**config.mk**
```make
export PLATFORM = sky130hd
export DESIGN_NAME = int8_dual_mac_requant_neuron
export DESIGN_NICKNAME = d
export VERILOG_FILES = /design/src/hdl/dmrn_pkg.sv /design/src/hdl/dmrn_front.sv /design/src/hdl/dmrn_queue.sv /design/src/hdl/dmrn_back.sv /design/src/hdl/int8_dual_mac_requant_neuron.sv
export SDC_FILE = /design/constraint.sdc
export NUM_CORES = 2
export LEC_CHECK = 0
export CORE_ASPECT_RATIO = 1.75
export CORE_MARGIN = 2
export CORE_UTILIZATION = 55
export CTS_BUF_LIST = sky130_fd_sc_hd__clkbuf_16
export DETAILED_ROUTE_END_ITERATION = 6
export DONT_BUFFER_PORTS = 1
export HOLD_SLACK_MARGIN = 0.12
export PLACE_DENSITY = 0.68
export SLEW_MARGIN = 20
export SYNTH_ARGS = -nofsm -noshare
export SYNTH_HDL_FRONTEND = slang
export SYNTH_SLANG_ARGS = --single-unit
```
**constraint.sdc**
```tcl
create_clock -name clk -period 7.65 [get_ports clk]
set_input_delay 0.3825 -clock clk [delete_from_list [all_inputs] [get_ports clk]]
set_output_delay 0.3825 -clock clk [all_outputs]
set_load 0.03 [all_outputs]
```
**src/hdl/dmrn_pkg.sv**
```systemverilog
// Shared types and constants of the int8 dual MAC requantizing neuron.
package dmrn_pkg;

    localparam int MULT_W    = 31;
    localparam int FS_W      = 6;
    localparam int BIAS_W    = 48;
    localparam int CFG_IDX_W = 2;
    localparam int CFG_DATA_W = 48;
    localparam int QDEPTH    = 2;
    localparam int QPTR_W    = 1;

    localparam logic [CFG_IDX_W-1:0] CFG_MULT       = 2'd0;
    localparam logic [CFG_IDX_W-1:0] CFG_FRAC_SHIFT = 2'd1;
    localparam logic [CFG_IDX_W-1:0] CFG_BIAS       = 2'd2;
    localparam logic [CFG_IDX_W-1:0] CFG_RELU_EN    = 2'd3;

    localparam logic [MULT_W-1:0] MULT_RESET = 31'd65536;
    localparam logic [FS_W-1:0]   FS_RESET   = 6'd16;

    localparam logic [7:0] INT8_MAX = 8'h7F;
    localparam logic [7:0] INT8_MIN = 8'h80;

    typedef struct packed {
        logic full;
        logic empty;
    } q_stat_t;

    typedef enum logic [2:0] {
        B_IDLE,
        B_MUL_LO,
        B_MUL_HI,
        B_SUM,
        B_BIAS,
        B_ABS,
        B_ROUND,
        B_SAT
    } back_state_t;

endpackage

```
**src/hdl/dmrn_front.sv**
```systemverilog
// Front end: takes weight/activation pairs and accumulates the dot product.
module dmrn_front #(
    parameter int ACC_WIDTH = 32
) (
    input  logic                    clk,
    input  logic                    rst_n,
    input  logic                    in_valid,
    output logic                    in_ready,
    input  logic signed [7:0]       weight_lo,
    input  logic signed [7:0]       act_lo,
    input  logic signed [7:0]       weight_hi,
    input  logic signed [7:0]       act_hi,
    input  logic                    last_pair,
    input  dmrn_pkg::q_stat_t       q_stat,
    output logic                    q_push,
    output logic [ACC_WIDTH-1:0]    q_wdata
);
    import dmrn_pkg::*;

    logic signed [15:0]     prod_lo;
    logic signed [15:0]     prod_hi;
    logic signed [16:0]     pair_sum;
    logic [ACC_WIDTH-1:0]   acc_reg;
    logic [ACC_WIDTH-1:0]   acc_next;
    logic                   xfer;

    assign in_ready = !q_stat.full;
    assign xfer     = in_valid && in_ready;

    assign prod_lo  = weight_lo * act_lo;
    assign prod_hi  = weight_hi * act_hi;
    assign pair_sum = 17'(prod_lo) + 17'(prod_hi);
    assign acc_next = acc_reg + ACC_WIDTH'(pair_sum);

    // Hand the finished sum to the queue on the last pair.
    assign q_push  = xfer && last_pair;
    assign q_wdata = acc_next;

    always_ff @(posedge clk or negedge rst_n)
    begin
        if (!rst_n)
        begin
            acc_reg <= '0;
        end
        else if (xfer)
        begin
            acc_reg <= last_pair ? '0 : acc_next;
        end
    end

endmodule

```
**src/hdl/dmrn_queue.sv**
```systemverilog
// Two-entry queue of finished accumulator sums between front and back end.
module dmrn_queue #(
    parameter int ACC_WIDTH = 32
) (
    input  logic                    clk,
    input  logic                    rst_n,
    input  logic                    push,
    input  logic [ACC_WIDTH-1:0]    wdata,
    input  logic                    pop,
    output logic [ACC_WIDTH-1:0]    rdata,
    output dmrn_pkg::q_stat_t       stat
);
    import dmrn_pkg::*;

    logic [ACC_WIDTH-1:0]   mem_reg [QDEPTH];
    logic [QPTR_W-1:0]      wr_ptr_reg;
    logic [QPTR_W-1:0]      rd_ptr_reg;
    logic [QPTR_W:0]        count_reg;
    logic                   do_push;
    logic                   do_pop;

    assign stat.full  = (count_reg == (QPTR_W+1)'(QDEPTH));
    assign stat.empty = (count_reg == '0);
    assign do_push    = push && !stat.full;
    assign do_pop     = pop && !stat.empty;
    assign rdata      = mem_reg[rd_ptr_reg];

    always_ff @(posedge clk)
    begin
        if (do_push)
        begin
            mem_reg[wr_ptr_reg] <= wdata;
        end
    end

    always_ff @(posedge clk or negedge rst_n)
    begin
        if (!rst_n)
        begin
            wr_ptr_reg <= '0;
            rd_ptr_reg <= '0;
            count_reg  <= '0;
        end
        else
        begin
            if (do_push)
            begin
                wr_ptr_reg <= wr_ptr_reg + 1'b1;
            end
            if (do_pop)
            begin
                rd_ptr_reg <= rd_ptr_reg + 1'b1;
            end
            if (do_push && !do_pop)
            begin
                count_reg <= count_reg + 1'b1;
            end
            else if (do_pop && !do_push)
            begin
                count_reg <= count_reg - 1'b1;
            end
        end
    end

endmodule

```
**src/hdl/dmrn_back.sv**
```systemverilog
// Back end: requantizes one accumulator sum to int8 over a short sequence.
module dmrn_back #(
    parameter int ACC_WIDTH = 32
) (
    input  logic                        clk,
    input  logic                        rst_n,
    input  logic [dmrn_pkg::MULT_W-1:0] mult,
    input  logic [dmrn_pkg::FS_W-1:0]   frac_shift,
    input  logic [dmrn_pkg::BIAS_W-1:0] bias,
    input  logic                        relu_en,
    input  logic [ACC_WIDTH-1:0]        q_rdata,
    input  dmrn_pkg::q_stat_t           q_stat,
    output logic                        q_pop,
    output logic                        out_valid,
    input  logic                        out_ready,
    output logic signed [7:0]           out_act,
    output logic                        clipped
);
    import dmrn_pkg::*;

    localparam int LOW = ACC_WIDTH / 2;
    localparam int HIW = ACC_WIDTH - LOW;
    localparam int PW  = ACC_WIDTH + MULT_W;
    localparam int VW  = (PW + 2 > 65) ? PW + 2 : 65;

    back_state_t            state_reg;
    back_state_t            state_next;

    logic [ACC_WIDTH-1:0]   mag_reg;
    logic                   aneg_reg;
    logic [LOW+MULT_W-1:0]  plo_reg;
    logic [HIW+MULT_W-1:0]  phi_reg;
    logic [VW-1:0]          v_reg;
    logic                   vneg_reg;
    logic [VW-1:0]          half;
    logic [VW-1:0]          rounded;
    logic [VW-1:0]          bias_ext;
    logic                   upper_nz;
    logic                   sat_clip;
    logic [7:0]             sat_act;
    logic                   out_free;
    logic                   load_out;
    logic                   out_valid_reg;
    logic [7:0]             out_act_reg;
    logic                   clipped_reg;

    assign out_free = !out_valid_reg || out_ready;

    always_ff @(posedge clk or negedge rst_n)
    begin
        if (!rst_n)
        begin
            state_reg <= B_IDLE;
        end
        else
        begin
            state_reg <= state_next;
        end
    end

    always_comb
    begin
        state_next = state_reg;
        q_pop      = 1'b0;
        load_out   = 1'b0;
        case (state_reg)
            B_IDLE:
            begin
                if (!q_stat.empty)
                begin
                    q_pop      = 1'b1;
                    state_next = B_MUL_LO;
                end
            end
            B_MUL_LO: state_next = B_MUL_HI;
            B_MUL_HI: state_next = B_SUM;
            B_SUM:    state_next = B_BIAS;
            B_BIAS:   state_next = B_ABS;
            B_ABS:    state_next = B_ROUND;
            B_ROUND:  state_next = B_SAT;
            B_SAT:
            begin
                if (out_free)
                begin
                    load_out   = 1'b1;
                    state_next = B_IDLE;
                end
            end
            default:  state_next = B_IDLE;
        endcase
    end

    assign bias_ext = {{(VW-BIAS_W){bias[BIAS_W-1]}}, bias};
    assign half     = (frac_shift == '0) ? '0 : (VW'(1) << (frac_shift - 1'b1));
    assign rounded  = (v_reg + half) >> frac_shift;

    // Saturate the rounded magnitude; the sign comes from vneg_reg.
    assign upper_nz = |v_reg[VW-1:8];
    always_comb
    begin
        if (!vneg_reg)
        begin
            sat_clip = upper_nz || v_reg[7];
            sat_act  = sat_clip ? INT8_MAX : v_reg[7:0];
        end
        else
        begin
            sat_clip = upper_nz || (v_reg[7:0] > INT8_MIN);
            sat_act  = sat_clip ? INT8_MIN : (8'd0 - v_reg[7:0]);
        end
    end

    always_ff @(posedge clk)
    begin
        case (state_reg)
            B_IDLE:
            begin
                aneg_reg <= q_rdata[ACC_WIDTH-1];
                mag_reg  <= q_rdata[ACC_WIDTH-1] ? (~q_rdata + 1'b1) : q_rdata;
            end
            B_MUL_LO:
            begin
                plo_reg <= (LOW+MULT_W)'(mag_reg[LOW-1:0]) * (LOW+MULT_W)'(mult);
            end
            B_MUL_HI:
            begin
                phi_reg <= (HIW+MULT_W)'(mag_reg[ACC_WIDTH-1:LOW]) * (HIW+MULT_W)'(mult);
            end
            B_SUM:
            begin
                v_reg <= VW'(plo_reg) + (VW'(phi_reg) << LOW);
            end
            B_BIAS:
            begin
                v_reg <= aneg_reg ? (bias_ext - v_reg) : (bias_ext + v_reg);
            end
            B_ABS:
            begin
                if (v_reg[VW-1] && relu_en)
                begin
                    v_reg    <= '0;
                    vneg_reg <= 1'b0;
                end
                else
                begin
                    v_reg    <= v_reg[VW-1] ? (~v_reg + 1'b1) : v_reg;
                    vneg_reg <= v_reg[VW-1];
                end
            end
            B_ROUND:
            begin
                v_reg <= rounded;
            end
            default:
            begin
            end
        endcase
    end

    always_ff @(posedge clk or negedge rst_n)
    begin
        if (!rst_n)
        begin
            out_valid_reg <= 1'b0;
        end
        else if (load_out)
        begin
            out_valid_reg <= 1'b1;
        end
        else if (out_ready)
        begin
            out_valid_reg <= 1'b0;
        end
    end

    always_ff @(posedge clk)
    begin
        if (load_out)
        begin
            out_act_reg <= sat_act;
            clipped_reg <= sat_clip;
        end
    end

    assign out_valid = out_valid_reg;
    assign out_act   = out_act_reg;
    assign clipped   = clipped_reg;

endmodule

```
**src/hdl/int8_dual_mac_requant_neuron.sv**
```systemverilog
// Top level of the int8 dual MAC neuron with fixed-point requantization.
//
// Input channel (in_valid/in_ready): each transfer carries two signed int8
// weight/activation pairs; both products add into a wrapping ACC_WIDTH-bit
// accumulator. The transfer with last_pair set closes the dot product: its
// sum goes into a two-entry queue and the accumulator clears.
// Output channel (out_valid/out_ready): one transfer per dot product with the
// requantized int8 activation and a saturation flag.
// Config port: cfg_we writes cfg_data into register cfg_idx (mult,
// frac_shift, bias, relu_en), write only while the block is idle.
// Flow: the front end accepts a transfer whenever a queue entry is free.
// The back end runs a sequence of steps per dot product (pop, two partial
// products of the magnitude halves with mult, sum, bias, sign/ReLU, round,
// saturate) and pops the next sum only after it has finished the last one;
// the front end stalls only when both queue entries wait.
// Reset: accumulator, queue and output valid clear; registers take their
// defaults (mult 1.0 in Q16, frac_shift 16, bias 0, ReLU on).
// Receiver stall: the result holds in the output register; the back end
// finishes the next sum and waits in its saturate step, the queue fills,
// then in_ready drops.
module int8_dual_mac_requant_neuron #(
    parameter int ACC_WIDTH = 32
) (
    input  logic                            clk,
    input  logic                            rst_n,
    input  logic                            cfg_we,
    input  logic [dmrn_pkg::CFG_IDX_W-1:0]  cfg_idx,
    input  logic [dmrn_pkg::CFG_DATA_W-1:0] cfg_data,
    input  logic                            in_valid,
    output logic                            in_ready,
    input  logic signed [7:0]               weight_lo,
    input  logic signed [7:0]               act_lo,
    input  logic signed [7:0]               weight_hi,
    input  logic signed [7:0]               act_hi,
    input  logic                            last_pair,
    output logic                            out_valid,
    input  logic                            out_ready,
    output logic signed [7:0]               out_act,
    output logic                            clipped
);
    import dmrn_pkg::*;

    logic [MULT_W-1:0]      mult_reg;
    logic [FS_W-1:0]        fs_reg;
    logic [BIAS_W-1:0]      bias_reg;
    logic                   relu_reg;

    q_stat_t                q_stat;
    logic                   q_push;
    logic                   q_pop;
    logic [ACC_WIDTH-1:0]   q_wdata;
    logic [ACC_WIDTH-1:0]   q_rdata;

    // Configuration registers: plain write, no read-back.
    always_ff @(posedge clk or negedge rst_n)
    begin
        if (!rst_n)
        begin
            mult_reg <= MULT_RESET;
            fs_reg   <= FS_RESET;
            bias_reg <= '0;
            relu_reg <= 1'b1;
        end
        else if (cfg_we)
        begin
            case (cfg_idx)
                CFG_MULT:       mult_reg <= cfg_data[MULT_W-1:0];
                CFG_FRAC_SHIFT: fs_reg   <= cfg_data[FS_W-1:0];
                CFG_BIAS:       bias_reg <= cfg_data[BIAS_W-1:0];
                CFG_RELU_EN:    relu_reg <= cfg_data[0];
                default:        relu_reg <= relu_reg;
            endcase
        end
    end

    // Accumulate pairs; push the closed sum.
    dmrn_front #(
        .ACC_WIDTH (ACC_WIDTH)
    ) u_front (
        .clk       (clk),
        .rst_n     (rst_n),
        .in_valid  (in_valid),
        .in_ready  (in_ready),
        .weight_lo (weight_lo),
        .act_lo    (act_lo),
        .weight_hi (weight_hi),
        .act_hi    (act_hi),
        .last_pair (last_pair),
        .q_stat    (q_stat),
        .q_push    (q_push),
        .q_wdata   (q_wdata)
    );

    // Decouple accumulation from requantization.
    dmrn_queue #(
        .ACC_WIDTH (ACC_WIDTH)
    ) u_queue (
        .clk   (clk),
        .rst_n (rst_n),
        .push  (q_push),
        .wdata (q_wdata),
        .pop   (q_pop),
        .rdata (q_rdata),
        .stat  (q_stat)
    );

    // Requantize, round, saturate and hold the result for the receiver.
    dmrn_back #(
        .ACC_WIDTH (ACC_WIDTH)
    ) u_back (
        .clk        (clk),
        .rst_n      (rst_n),
        .mult       (mult_reg),
        .frac_shift (fs_reg),
        .bias       (bias_reg),
        .relu_en    (relu_reg),
        .q_rdata    (q_rdata),
        .q_stat     (q_stat),
        .q_pop      (q_pop),
        .out_valid  (out_valid),
        .out_ready  (out_ready),
        .out_act    (out_act),
        .clipped    (clipped)
    );

    // A closed sum is never pushed into a full queue.
    a_no_overflow: assert property (@(posedge clk) disable iff (!rst_n)
        q_push |-> !q_stat.full)
        else $error("push into full queue");

    // The back end pops only a queue that holds a sum.
    a_no_underflow: assert property (@(posedge clk) disable iff (!rst_n)
        q_pop |-> !q_stat.empty)
        else $error("pop from empty queue");

    // A pop with no push leaves the queue not full on the next cycle.
    a_pop_frees: assert property (@(posedge clk) disable iff (!rst_n)
        (q_pop && !q_push) |=> !q_stat.full)
        else $error("queue still full after pop");

endmodule
```
# After elaboration in Yosys (flattened, before gate mapping)
# Memories as Yosys holds them, arrays and structs flattened.
# Index checks and enable logic that the tools add are counted.
# Widths: inputs -> output; s select.
[word_totals]
mem_count = 1
in_bits = 88
wordCells = 111
ram_bits = 64
reg_bits = 328
output_inout_bits = 11
[op_classes]
n_eq_ne = 14
n_lt_le_gt_ge = 1
bitwise_logic = 2
add_sub_neg = 14
shift = 2
n_mul = 4
n_reduce_logical = 29
n_mux = 24
[memory_table]
columns = ["memory", "depth", "word_bits", "read_ports", "rd_ports_with_merged_regs", "wr", "line_no", "text"]
rows = [
  ["u_queue.mem_reg", 2, 32, 1, 0, 1, "dmrn_queue.sv:15", "logic [ACC_WIDTH-1:0] mem_reg [QDEPTH];"],
]
[op_table]
columns = ["op", "count"]
rows = [
  ["$mux 65", 4],
  ["$pmux 65 s4", 1],
  ["$add 65x65->65", 2],
  ["$mul 16x31->47", 2],
  ["$add 65x1->65 const B", 1],
  ["$not 65->65", 1],
  ["$shl 1x6->65 const A", 1],
  ["$shr 65x6->65", 1],
  ["$sub 65x65->65", 1],
  ["$add 47x63->64", 1],
  ["$reduce_or 57->1", 1],
  ["$add 32x1->32 const B", 1],
  ["$add 32x32->32", 1],
  ["$mul 8x8->16", 2],
  ["$mux 32", 1],
  ["$not 32->32", 1],
  ["$mux 31", 1],
  ["$mux 8", 3],
  ["$pmux 3 s8", 1],
  ["$add 16x16->17", 1],
  ["$eq 3x3->1 const B", 4],
  ["$reduce_and 2->1", 6],
  ["$mux 1", 9],
  ["$gt 8x8->1 const B", 1],
  ["22 further kinds", 42],
]

# Longest topological paths before layout
[depth]
word_depth = 9
depth_mapped = 35
ltp_nobuf = 35

# Modules after synthesis
# From an unflattened synthesis, not the netlist that was laid out.
[unflattened]
hier_cells = 8126
hier_area_um2 = 71322.2
[modules_own_cells]
columns = ["mod", "cells_each", "area_per_inst_um2", "seq_area_each_um2", "instances"]
rows = [
  ["dmrn_back", 6970, 57302.5, 6165.9, 1],
  ["dmrn_front", 853, 8066.5, 800.8, 1],
  ["int8_dual_mac_requant_neuron", 184, 3294.4, 2155.8, 1],
  ["dmrn_queue", 119, 2658.8, 2021.9, 1],
]

# Least setup slack after synthesis
# Ideal clock, no wire load.
[synth_timing]
path_type = "input port to flip-flop"
startpoint = "input act_hi[3]"
endpoint = "register u_front.acc_reg[28]"
stages = 29
required_time_ns = 7.529
path_buffers = 0
arrival_time_ns = 8.235
path_slack_ns = -0.706
setup_time_ns = 0.121
path_cell_list = "and2_1 -> fa_1 -> inv_1 -> fa_1 -> inv_1 -> fa_1 -> fa_1 -> fa_1 -> inv_1 -> fa_1 -> inv_1 -> ha_1 -> and2_1 -> a22o_1 -> a311oi_1 -> o31ai_1 -> a21oi_1 -> xnor2_1 -> ha_1 -> a21o_1 -> a21oi_1 -> o21ai_0 -> a211o_1 -> a21o_1 -> a21o_1 -> a41o_1 -> o41ai_1 -> xnor2_1 -> a22o_1"
[synth_between]
elab_chain_len = 4
[synth_lines]
columns = ["element", "line_no", "text"]
rows = [
  ["from (decl)", "int8_dual_mac_requant_neuron.sv:34", "input logic signed [7:0] act_hi,"],
  ["$mul 8x8->16", "dmrn_front.sv:31", "assign prod_hi = weight_hi * act_hi;"],
  ["$add 16x16->17", "dmrn_front.sv:32", "assign pair_sum = 17'(prod_lo) + 17'(prod_hi);"],
  ["$add 32x32->32", "dmrn_front.sv:33", "assign acc_next = acc_reg + ACC_WIDTH'(pair_sum);"],
  ["via q_wdata[28]", "int8_dual_mac_requant_neuron.sv:51", "logic [ACC_WIDTH-1:0] q_wdata;"],
  ["$mux 32", "dmrn_front.sv:47", "acc_reg <= last_pair ? '0 : acc_next;"],
  ["to (signal assigned)", "dmrn_front.sv:47", ""],
  ["to (decl)", "dmrn_front.sv:23", "logic [ACC_WIDTH-1:0] acc_reg;"],
]
# The timed path passes the listed nets, and every way through them passes these cells.
# A chain may end at the register's enable or synchronous reset.

# Worst setup path after layout
[layout_timing]
startpoint = "register u_back.mag_reg[17]"
endpoint = "register u_back.phi_reg[45] (data pin)"
[layout_between]
elab_chain_len = 1
[layout_lines]
columns = ["element", "line_no", "text"]
rows = [
  ["from (decl)", "dmrn_back.sv:29", "logic [ACC_WIDTH-1:0] mag_reg;"],
  ["from (signal assigned)", "dmrn_back.sv:119", "mag_reg <= q_rdata[ACC_WIDTH-1] ? (~q_rdata + 1'b1) : q_rdata;"],
  ["$mul 16x31->47", "dmrn_back.sv:127", "phi_reg <= (HIW+MULT_W)'(mag_reg[ACC_WIDTH-1:LOW]) * (HIW+MULT_W)'(mult);"],
  ["to (signal assigned)", "dmrn_back.sv:127", ""],
  ["to (decl)", "dmrn_back.sv:32", "logic [HIW+MULT_W-1:0] phi_reg;"],
]
# No other way between the ends.

==> flow_summary.toml <==
[timing]
clock_skew_ns = 0.0480
hold_viol_final = 0
relSlewSlack_pct = 22.4
period_share_pct = 99.4
rsz0062_at_grt = "yes"
setup_viol = 0
drv_slew = 0
hold_slack_ns = 0.160
fmax_mhz = 132
post-route-min-period_ns = 7.60
worstMarginPinSlew_ns = 1.16

[yosys]
ys_types = 94
synth_edf_count = 266
yosys.area.top_type = "fa_1"
synthXorXnorAreaFrac_pct = 5.31
yosys-top-cells-area = "fa_1 (27%), edfxtp_1 (11%), ha_1 (8.7%)"
synthCells = 8035
synth_top_area_share_pct = 27.2
synthFlopType = "edfxtp_1"
synth_mux_area_share_pct = 3.36
synth-seq-cells = 392
async_reset_ff_share_pct = 32.1
synth_simple_gate_area_share_pct = 17.8
ys_warn_count = 0
synthesis.area_um2 = 70300
synth_compound_area_share_pct = 14.2
synth.most_common_cell = "nand2_1"
synth_fp_nets = 9566
synth-adder-area-share_pct = 35.9
synth.cells.most_frequent = "nand2_1 (1141), inv_1 (1001), fa_1 (955)"
avgSynthCellArea_um2 = 8.74
synth_seq_area_share_pct = 15.9
synth_top_family_by_area = "adder cells"

[setup_path]
start_kind = "flip-flop"
cp.arrival_ns = 8.00
cp_top_family = "adder cells"
critPathSlowestCell = "fa_1"
critPathCaptureType = "flip-flop"
crit_type = "reg -> reg"
cpPeakStageDelay_ns = 0.58
critPathMaxFanout = 3
cp_common_cell = "fa_1"
crit_buf_inv = 8
required_ns = 8.04

[clocking]
cts_root_buf = "clkbuf_16"
clk_latency_ns = 0.68
cts_sinks = 392
cts_made_buffers = 45
htreeDepth = 2
clk_pin_slew_ns = 0.07
cts_max_path_buffers = 3
cts_tree = "yes"

[routing]
initialDrtViolationCount = 5995
drtAntennaViolNets = 0
routedWlPerCell_um = 30.2
routed_wirelength_mm = 314
drc = 11
vias = 67349
viasPerCell = 6.48
dr.pass1.iters = 7

[finish]
multiInputGateArea_um2 = 54200
fillerInstances = 10317
largest_reg_flops = 65
seqCellArea_um2 = 11200
final_nets = 10195
layout.cells.non_filler = 10387
syn2layout_area_growth_pct = 15.6
final_layout_size_suffix_gt1_share_pct = 14.8

[global_routing]
grt.overflow.total = 0
grt_pass1_vias = 72457
grtUsageTotal_pct = 48.1
grt_max_degree = 127
antenna_found_initial = 35
grt_pass1_wl_mm = 456

[floorplanning]
num_rows = 173
io_pins = 99
die-area_um2 = 131000
die_h_um = 477
die_w_um = 274
start_util_pct = 55.4
core_area_um2 = 127000

[place]
dp_cells = 10201
io_buffers = 0
gp_congestion = 1.10
place_hpwl_mm = 251

[hold_path]
hp-class = "in -> reg"

[flow_run]
maxCapViolations = 0

[outcome]
violations = "design-rule violations"
status = "finished, violations left"
stage by stage:
stage | worst slack, ns | area (um2) | util [%] | TNS [ns]
4_1_cts | 0.0126 | 80600 | 63.5 | 0
2_1_floorplan | 0.0277 | 70400 | - | 0
3_3_place_gp | -0.366 | 78500 | 61.9 | -4.14
5_1_grt | -0.146 | 81200 | 64.0 | -0.545
6_report | 0.0464 | 81200 | 64.0 | 0
3_5_place_dp | -0.533 | 78500 | 61.9 | -6.89
worst register-to-register path: cells and delay by family (launching register included):
kind	cells	cell delay [ns]
AND/OR/NAND/NOR	4	1.09
XOR/XNOR	1	0.11
flip-flops	1	0.48
adder cells (fa/ha/maj)	7	3.26
buffers and inverters	8	0.80
AO/OA/AOI/OAI	8	1.59
kinds of logic after synthesis:
| logic type | after synthesis |
|---|---|
| xor+xnor | 426 |
| compound gates | 1488 |
| fa+ha+maj | 1443 |
| buf+inv | 1403 |
| mux | 209 |
| simple gates | 2674 |
| flops | 392 |
area by class of cell:
| class | instances | share of cell area, % |
|---|---|---|
| Clock buffer | 46 | 1.42 |
| Sequential cell | 392 | 13.7 |
| Clock inverter | 38 | 0.518 |
| Tap cell | 1662 | 2.56 |
| Antenna cell | 24 | 0.0739 |
| Multi-Input combinational cell | 6240 | 66.8 |
| Timing Repair Buffer | 981 | 10.3 |
| Inverter | 1004 | 4.64 |
per-layer routing:
layer  part of all wire, %  up-vias  track usage, %  wire length [um]
met5                 0.057        -           0.451               178
met4                    15       26            55.5             47000
met3                   8.5     2092            13.7             26700
met2                    49     4151            81.9            153000
met1                    28    32812            41.7             86800
li1                      -    28268               -                 -
worst paths after layout:
path | from | endpoint | slack, ns | depth (start not counted)
worst max-delay path | u_back.mag_reg[17] | u_back.phi_reg[45] | 0.05 | 28
worst min-delay path | cfg_we | relu_reg | 0.16 | 2
worst max register to register | u_back.mag_reg[17] | u_back.phi_reg[45] | 0.05 | 28
worst min register to register | bias_reg[14] | bias_reg[14] | 0.52 | 1
max in group asynchronous | rst_n | fs_reg[1] | 6.43 | 2
min in group asynchronous | rst_n | mult_reg[7] | 0.29 | 2
cells in the final DEF (no fill, tap or decap), types with 59 or more instances in the layout:
cell type / Yosys / layout
inv_1: 1001 / 1000
o21ai_0: 265 / 258
nand2_1: 1141 / 1136
ha_1: 488 / 477
a21o_1: 134 / 134
buf_12: 0 / 59
and2_1: 388 / 383
nor2_1: 490 / 484
edfxtp_1: 266 / 266
nand4_1: 73 / 73
a211oi_1: 62 / 62
fa_1: 955 / 951
mux2i_1: 78 / 78
xor2_1: 131 / 131
mux2_2: 122 / 122
a21oi_1: 368 / 354
buf_4: 0 / 854
nand3_1: 107 / 106
xnor2_1: 295 / 290
nor3_1: 149 / 145
dfrtp_1: 123 / 118
repair_timing:
action	4_1_cts	5_1_grt
setup buffers	0	21
pin swaps	0	37
resized for setup	2	51
hold buffers	54	0
cloned	0	1
hold endpoints to repair	218	0
setup endpoints to repair	4	28
Power is not shown: default switching activity piles up to over one toggle a cycle in this logic, so the estimate is an artifact.
